### src/design/ple_pkg.sv
// Package for the positional list engine: action codes and result word type.
// Used by ple_core and positional_list_engine_top.
`default_nettype none
package ple_pkg;
    localparam logic [2:0] ACT_READ   = 3'd0;
    localparam logic [2:0] ACT_WRITE  = 3'd1;
    localparam logic [2:0] ACT_INSERT = 3'd2;
    localparam logic [2:0] ACT_REMOVE = 3'd3;
    localparam logic [2:0] ACT_FIND   = 3'd4;

    typedef struct packed {
        logic [6:0]  list_length;
        logic [5:0]  found_index;
        logic [31:0] read_value;
        logic        ok;
    } result_t;
endpackage
`default_nettype wire

### src/design/positional_list_engine_top.sv
// Positional list engine: ordered list of signed values addressed by position.
// Insert and remove shift entries and find scans them through the entry memory,
// which moves or compares one entry per cycle. One request in flight; a new
// one waits until the pending result word is taken.
// rst_n clears the list length; stored entries are not cleared.
`default_nettype none
module positional_list_engine_top #(
    parameter int CAPACITY   = 64,
    parameter int VALUE_BITS = 32
) (
    input  wire logic        clk,
    input  wire logic        rst_n,
    input  wire logic        s_tvalid,
    output logic             s_tready,
    input  wire logic [47:0] s_tdata,  // action[2:0], position[9:3], value_in[41:10]
    output logic             m_tvalid,
    input  wire logic        m_tready,
    output logic [47:0]      m_tdata   // ok[0], read_value[32:1], found_index[38:33],
                                       // list_length[45:39]
);
    logic             busy;
    logic             done;
    logic             start;
    ple_pkg::result_t res;
    logic [45:0]      out_reg;
    logic             out_valid_reg;

    assign s_tready = !busy && (!out_valid_reg || m_tready);
    assign start    = s_tvalid && s_tready;

    ple_core #(.CAPACITY(CAPACITY), .VALUE_BITS(VALUE_BITS)) u_core (
        .clk      (clk),
        .rst_n    (rst_n),
        .start    (start),
        .action   (s_tdata[2:0]),
        .position (s_tdata[9:3]),
        .value_in (s_tdata[41:10]),
        .busy     (busy),
        .done     (done),
        .result   (res)
    );

    // Output word register
    always_ff @(posedge clk or negedge rst_n)
    begin
        if (!rst_n)
        begin
            out_valid_reg <= 1'b0;
        end
        else if (done)
        begin
            out_valid_reg <= 1'b1;
        end
        else if (m_tready)
        begin
            out_valid_reg <= 1'b0;
        end
    end

    always_ff @(posedge clk)
    begin
        if (done)
        begin
            out_reg <= {res.list_length, res.found_index, res.read_value, res.ok};
        end
    end

    assign m_tvalid = out_valid_reg;
    assign m_tdata  = {2'b00, out_reg};
endmodule
`default_nettype wire

### src/design/ple_core.sv
// Sequencer and entry memory for the positional list engine.
// Depends on ple_pkg for action codes and the result type.
`default_nettype none
module ple_core #(
    parameter int CAPACITY   = 64,
    parameter int VALUE_BITS = 32
) (
    input  wire logic              clk,
    input  wire logic              rst_n,
    input  wire logic              start,
    input  wire logic [2:0]        action,
    input  wire logic [6:0]        position,
    input  wire logic [31:0]       value_in,
    output logic                   busy,
    output logic                   done,
    output ple_pkg::result_t       result
);
    localparam int AW = (CAPACITY > 1) ? $clog2(CAPACITY) : 1;
    localparam int CW = $clog2(CAPACITY + 1);
    localparam int PW = (CW > 7) ? CW : 7;

    localparam logic [2:0] ST_IDLE  = 3'd0;
    localparam logic [2:0] ST_READ  = 3'd1;
    localparam logic [2:0] ST_SCAN  = 3'd2;
    localparam logic [2:0] ST_SHIFT = 3'd3;
    localparam logic [2:0] ST_DONE  = 3'd4;

    logic [VALUE_BITS-1:0] mem [CAPACITY];
    logic [VALUE_BITS-1:0] rdata_reg;
    logic                  mem_we;
    logic [AW-1:0]         mem_waddr;
    logic [VALUE_BITS-1:0] mem_wdata;
    logic [AW-1:0]         mem_raddr;

    logic [2:0]            state_reg, state_next;
    logic [CW-1:0]         count_reg, count_next;
    logic [2:0]            act_reg, act_next;
    logic [PW-1:0]         pos_reg, pos_next;
    logic [VALUE_BITS-1:0] val_reg, val_next;
    logic [CW-1:0]         idx_reg, idx_next;   // scan or shift cursor
    logic                  ok_reg, ok_next;
    logic [31:0]           rd_reg, rd_next;
    logic [5:0]            fidx_reg, fidx_next;

    logic [PW-1:0]         pos_ext;
    logic [PW-1:0]         cnt_ext;
    logic [VALUE_BITS-1:0] val_cut;
    logic [63:0]           rd_wide;

    assign pos_ext = PW'(position);
    assign cnt_ext = PW'(count_reg);
    assign val_cut = VALUE_BITS'({{32{value_in[31]}}, value_in});
    assign rd_wide = 64'({{64{rdata_reg[VALUE_BITS-1]}}, rdata_reg});

    // Entry memory, one write and one registered read port
    always_ff @(posedge clk)
    begin
        if (mem_we)
        begin
            mem[mem_waddr] <= mem_wdata;
        end
        rdata_reg <= mem[mem_raddr];
    end

    always_ff @(posedge clk or negedge rst_n)
    begin
        if (!rst_n)
        begin
            state_reg <= ST_IDLE;
            count_reg <= '0;
        end
        else
        begin
            state_reg <= state_next;
            count_reg <= count_next;
        end
    end

    always_ff @(posedge clk)
    begin
        act_reg  <= act_next;
        pos_reg  <= pos_next;
        val_reg  <= val_next;
        idx_reg  <= idx_next;
        ok_reg   <= ok_next;
        rd_reg   <= rd_next;
        fidx_reg <= fidx_next;
    end

    // Sequencer: read, shift or scan through the memory one entry a cycle
    always_comb
    begin
        state_next = state_reg;
        count_next = count_reg;
        act_next   = act_reg;
        pos_next   = pos_reg;
        val_next   = val_reg;
        idx_next   = idx_reg;
        ok_next    = ok_reg;
        rd_next    = rd_reg;
        fidx_next  = fidx_reg;
        mem_we     = 1'b0;
        mem_waddr  = idx_reg[AW-1:0];
        mem_wdata  = val_reg;
        mem_raddr  = idx_reg[AW-1:0];
        unique case (state_reg)
            ST_IDLE:
            begin
                if (start)
                begin
                    act_next  = action;
                    pos_next  = pos_ext;
                    val_next  = val_cut;
                    ok_next   = 1'b0;
                    rd_next   = '0;
                    fidx_next = '0;
                    state_next = ST_DONE;
                    unique case (action)
                        ple_pkg::ACT_READ, ple_pkg::ACT_REMOVE:
                        begin
                            if (pos_ext < cnt_ext)
                            begin
                                mem_raddr  = pos_ext[AW-1:0];
                                idx_next   = CW'(pos_ext);
                                state_next = ST_READ;
                            end
                        end
                        ple_pkg::ACT_WRITE:
                        begin
                            if (pos_ext < cnt_ext)
                            begin
                                mem_we    = 1'b1;
                                mem_waddr = pos_ext[AW-1:0];
                                mem_wdata = val_cut;
                                ok_next   = 1'b1;
                            end
                        end
                        ple_pkg::ACT_INSERT:
                        begin
                            if (pos_ext <= cnt_ext && count_reg < CW'(CAPACITY))
                            begin
                                ok_next = 1'b1;
                                if (pos_ext == cnt_ext)
                                begin
                                    mem_we     = 1'b1;
                                    mem_waddr  = count_reg[AW-1:0];
                                    mem_wdata  = val_cut;
                                    count_next = count_reg + 1'b1;
                                end
                                else
                                begin
                                    // read entry count-1, write it one up next
                                    idx_next   = count_reg - 1'b1;
                                    mem_raddr  = AW'(count_reg - 1'b1);
                                    state_next = ST_SHIFT;
                                end
                            end
                        end
                        ple_pkg::ACT_FIND:
                        begin
                            if (count_reg != '0)
                            begin
                                mem_raddr  = '0;
                                idx_next   = '0;
                                state_next = ST_SCAN;
                            end
                        end
                        default:
                        begin
                            state_next = ST_DONE;
                        end
                    endcase
                end
            end
            ST_READ:
            begin
                rd_next = rd_wide[31:0];
                ok_next = 1'b1;
                if (act_reg == ple_pkg::ACT_REMOVE)
                begin
                    if (idx_reg + 1'b1 < count_reg)
                    begin
                        // prefetch next entry and move it down
                        mem_raddr  = AW'(idx_reg + 1'b1);
                        idx_next   = idx_reg + 1'b1;
                        state_next = ST_SHIFT;
                    end
                    else
                    begin
                        count_next = count_reg - 1'b1;
                        state_next = ST_DONE;
                    end
                end
                else
                begin
                    state_next = ST_DONE;
                end
            end
            ST_SHIFT:
            begin
                mem_we = 1'b1;
                mem_wdata = rdata_reg;
                if (act_reg == ple_pkg::ACT_INSERT)
                begin
                    // rdata holds entry idx; move it to idx+1
                    mem_waddr = AW'(idx_reg + 1'b1);
                    if (PW'(idx_reg) == pos_reg)
                    begin
                        state_next = ST_DONE;
                        count_next = count_reg + 1'b1;
                        // value itself lands at pos in ST_DONE
                    end
                    else
                    begin
                        idx_next  = idx_reg - 1'b1;
                        mem_raddr = AW'(idx_reg - 1'b1);
                    end
                end
                else
                begin
                    // remove: rdata holds entry idx; move it to idx-1
                    mem_waddr = AW'(idx_reg - 1'b1);
                    if (idx_reg + 1'b1 < count_reg)
                    begin
                        idx_next  = idx_reg + 1'b1;
                        mem_raddr = AW'(idx_reg + 1'b1);
                    end
                    else
                    begin
                        count_next = count_reg - 1'b1;
                        state_next = ST_DONE;
                    end
                end
            end
            ST_SCAN:
            begin
                if (rdata_reg == val_reg)
                begin
                    ok_next    = 1'b1;
                    fidx_next  = 6'(idx_reg);
                    state_next = ST_DONE;
                end
                else if (idx_reg + 1'b1 < count_reg)
                begin
                    idx_next  = idx_reg + 1'b1;
                    mem_raddr = AW'(idx_reg + 1'b1);
                end
                else
                begin
                    state_next = ST_DONE;
                end
            end
            ST_DONE:
            begin
                // insert with shifting writes the new value last
                if (act_reg == ple_pkg::ACT_INSERT && ok_reg)
                begin
                    mem_we    = 1'b1;
                    mem_waddr = pos_reg[AW-1:0];
                    mem_wdata = val_reg;
                end
                state_next = ST_IDLE;
            end
            default:
            begin
                state_next = ST_IDLE;
            end
        endcase
    end

    assign busy = (state_reg != ST_IDLE);
    assign done = (state_reg == ST_DONE);
    assign result.ok          = ok_reg;
    assign result.read_value  = rd_reg;
    assign result.found_index = fidx_reg;
    assign result.list_length = 7'(count_reg);
endmodule
`default_nettype wire
### config.mk
export PLATFORM = sky130hd
export DESIGN_NAME = positional_list_engine_top
export DESIGN_NICKNAME = d
export VERILOG_FILES = /design/src/design/ple_pkg.sv /design/src/design/positional_list_engine_top.sv /design/src/design/ple_core.sv
export SDC_FILE = /design/constraint.sdc
export NUM_CORES = 2
export LEC_CHECK = 0
export BUFFER_PORTS_ARGS = -buffer_cell sky130_fd_sc_hd__buf_2
export CORE_MARGIN = 4
export CORE_UTILIZATION = 48
export DETAILED_ROUTE_END_ITERATION = 16
export PLACE_DENSITY_LB_ADDON = 0.05
export RECOVER_POWER = 25
export SLEW_MARGIN = 0
export SYNTH_ARGS = -nofsm -noshare
export SYNTH_HDL_FRONTEND = slang
export SYNTH_SLANG_ARGS = --single-unit
### constraint.sdc
create_clock -name clk -period 18.3 [get_ports clk]
set_input_delay 1.83 -clock clk [delete_from_list [all_inputs] [get_ports clk]]
set_output_delay 1.83 -clock clk [all_outputs]
set_load 0.01 [all_outputs]
==> impl_metrics.py <==
metrics = {
    "grt": {
        "grt_util_met3_pct": 4.53,
        "busiest_layer": "met2",
        "antenna_found_initial": 20,
        "grt_max_degree": 136,
        "grt_use_met2_pct": 43.1,
        "grtUsageTotal_pct": 28.1,
        "grt-ovfl-total": 0,
        "grt_pass1_wl_mm": 386,
        "grt_pass1_vias": 51142,
        "use_met1_pct": 41.2,
    },
    "synthesis": {
        "synth-seq-area-share_pct": 74.6,
        "postSynthCellCount": 5996,
        "ys_types": 91,
        "yosys_register_bits": 2225,
        "avgSynthCellArea_um2": 14.9,
        "dominantRegCellSynth": "edfxtp_1",
        "synth_edf_count": 2182,
        "synthesis.area_mm2": 0.0891,
        "synth_warnings": 0,
        "async_reset_ff_share_pct": 0.494,
    },
    "timing": {
        "hold_viol": 0,
        "tns_ns": 0,
        "finalMaxSlewViolations": 1059,
        "fin_ws_ns": 8.24,
        "relSlewSlack_pct": -150,
        "rsz0062_at_grt": "false",
        "fmaxAchievable_mhz": 99.4,
        "worstMarginPinSlew_ns": 3.75,
        "min_period_over_period_pct": 55.0,
        "fin_skew_ns": 0.0285,
        "min_period_ns": 10.06,
        "setup_violations": 0,
    },
    "hold_path": {
        "hold_start": "u_core.rd_reg[2]",
        "holdPathEnd": "out_reg[3]",
        "min_path_type": "register to register",
        "holdPathStages": 0,
    },
    "outcome": {
        "status": "finished, violations left",
        "violations": "max-capacitance violations, max-slew violations",
    },
    "floorplanning": {
        "io_pins": 102,
        "die_h_um": 439,
        "die_x_um": 439,
        "core_mm2": 0.184,
        "rows": 157,
        "dieArea_mm2": 0.193,
        "start_util_pct": 48.5,
    },
    "detailed_routing": {
        "vias": 54106,
        "drc_errors": 0,
        "drt_iter0_drc": 7110,
        "drtAntennaViolNets": 0,
        "avgViaCountPerCell": 6.19,
        "wl_per_cell_um": 31.5,
        "wl_mm": 276,
        "first_pass_iters": 7,
    },
    "final_layout": {
        "finalInstanceArea_mm2": 0.0998,
        "drive_gt1_share_pct": 10.3,
        "area_delta_synth_final_pct": 12.1,
        "fin_nets": 6151,
        "post-route-util_pct": 54.3,
        "largest_register_ffs": 2048,
    },
    "clocking": {
        "cts.htree.levels": 4,
        "clock-sinks": 2225,
        "cts_inserted_buffers": 227,
        "hold_buffers": 0,
        "root_buffer": "clkbuf_16",
        "clk_pin_slew_ns": 0.06,
        "clockBufferDepth": 3,
        "cts_setup_buffers": 0,
        "cts_resized": 0,
        "cts_tree": "done",
        "clk_latency_ns": 0.86,
    },
    "critical_path": {
        "critical-path-slowest-cell": "clkbuf_1",
        "worst-path-max-fanout": 64,
        "critPathMaxStageDelay_ns": 2.61,
        "cp_num_buf_inv": 6,
        "start_kind": "primary input",
        "r2r_start": "u_core.state_reg[1]",
        "path_common_cell": "clkbuf_1",
        "reg2reg_to": "u_core.mem[23][13]",
        "end_kind": "register",
        "reg2reg_depth": 10,
        "worstPathArrival_ns": 10.16,
        "crit_chain": "buf_2 > nand2b_1 > nand3_1 > inv_1 > clkbuf_1 > o21ai_0 > nor2_2 > clkbuf_1 > a222oi_1 > inv_2 > clkbuf_1",
        "timing.critical_path.max_delay_family": "buffers and inverters",
        "cp_data_required_time_ns": 18.40,
        "criticalPathCategory": "primary input to register",
        "r2r_slack_ns": 8.29,
    },
    "power": {
        "irDropWorstVdd_v": 0.000157,
        "powerDensity_mw_per_mm2": 166,
        "power.total_uw": 16600,
        "leakagePower_uw": 0.0330,
    },
    "placed_design": {
        "place_area_mm2": 0.0928,
        "place_ws_ns": 9.64,
        "dp_hpwl_mm": 146,
        "port_buffers": 93,
        "gp_congestion": 0.907,
    },
    "run": {
        "cap_viol_max_count": 18,
    },
}
## cells in the final DEF, fill, tap and decap left out, drive strengths merged, types with 33 or more instances in the layout
master  instances
a32oi          96
and2           44
edfxtp       2182
o211ai         36
a221oi        163
nor4           75
xor2           42
a31oi          36
or3            40
buf           148
clkbuf        412
and4           36
nand2         922
and3           39
mux2i         332
inv            55
clkinv         91
a211oi        107
nor3b          36
nor2          198
o21ai          75
mux2           33
a21oi         412
a21o          105
nand4         104
nand3         121
## cell families (layout without fill, tap and decap cells)
logic type      count (synthesis)  in the layout  share of synthesized area (%)
buf+inv                       450            728                           2.26
fa+ha+maj                      18             18                          0.253
other cells                     1              6                        0.00421
simple gates                 1708           1708                           9.04
mux                           365            365                           4.15
flops                        2225           2225                           74.6
compound gates               1165           1165                           9.10
xor+xnor                       64             64                          0.629
## cell usage after synthesis, drive strengths merged (39+ instances only)
cell | number | area, um^2
xor2 | 42 | 368
nand2 | 922 | 3460
mux2i | 332 | 3320
edfxtp | 2182 | 65500
a221oi | 163 | 1430
nor4 | 75 | 490
or3 | 40 | 250
nand4 | 104 | 651
and3 | 39 | 244
buf | 148 | 872
a21o | 105 | 788
nor2 | 198 | 748
and2 | 44 | 278
a211oi | 107 | 803
nand3 | 121 | 606
clkbuf | 253 | 957
a32oi | 96 | 841
o21ai | 75 | 390
inv | 48 | 180
a21oi | 412 | 2080
## report_power, final
group / switching (uW) / internal [uW]
Clock: 1950 / 2540
Combinational: 4230 / 1560
Sequential: 177 / 6090
Total: 6360 / 10200
## metal layers
layer	share of wire [%]	vias up
met5	0.0047	-
met1	43	27844
li1	-	23514
met4	3.4	2
met2	46	2345
met3	7.9	401
## stage by stage
step	instances	hold WS [ns]
after floorplan	5997	0.400
after CTS	8739	0.419
after global placement	8316	0.400
after global routing	8739	0.424
after detailed placement	8316	0.405
final	8743	0.418
## how the worst max path moves through the flow
stage / start / endpoint / slack, ns / depth (start not counted)
finish: m_tready / u_core.mem[23][13] / 8.24 / 11
global route: m_tready / u_core.mem[16][13] / 7.84 / 11
CTS: u_core.idx_reg[2] / u_core.rdata_reg[8] / 9.64 / 18
detailed placement: s_tdata[3] / u_core.rdata_reg[31] / 9.64 / 16
global placement: s_tdata[3] / u_core.rdata_reg[31] / 9.64 / 16
floorplan: s_tdata[9] / u_core.mem[48][0] / 11.29 / 12
## layout make-up
class	count	area, um^2
Clock buffer	304	6080
Inverter	49	184
Timing Repair Buffer	256	1610
Sequential cell	2225	66400
Tap cell	2464	3080
Fill cell	15114	84000
Multi-Input combinational cell	3322	21300
Clock inverter	119	1110
Antenna cell	4	10.0
(Power assumes the default switching activity.)
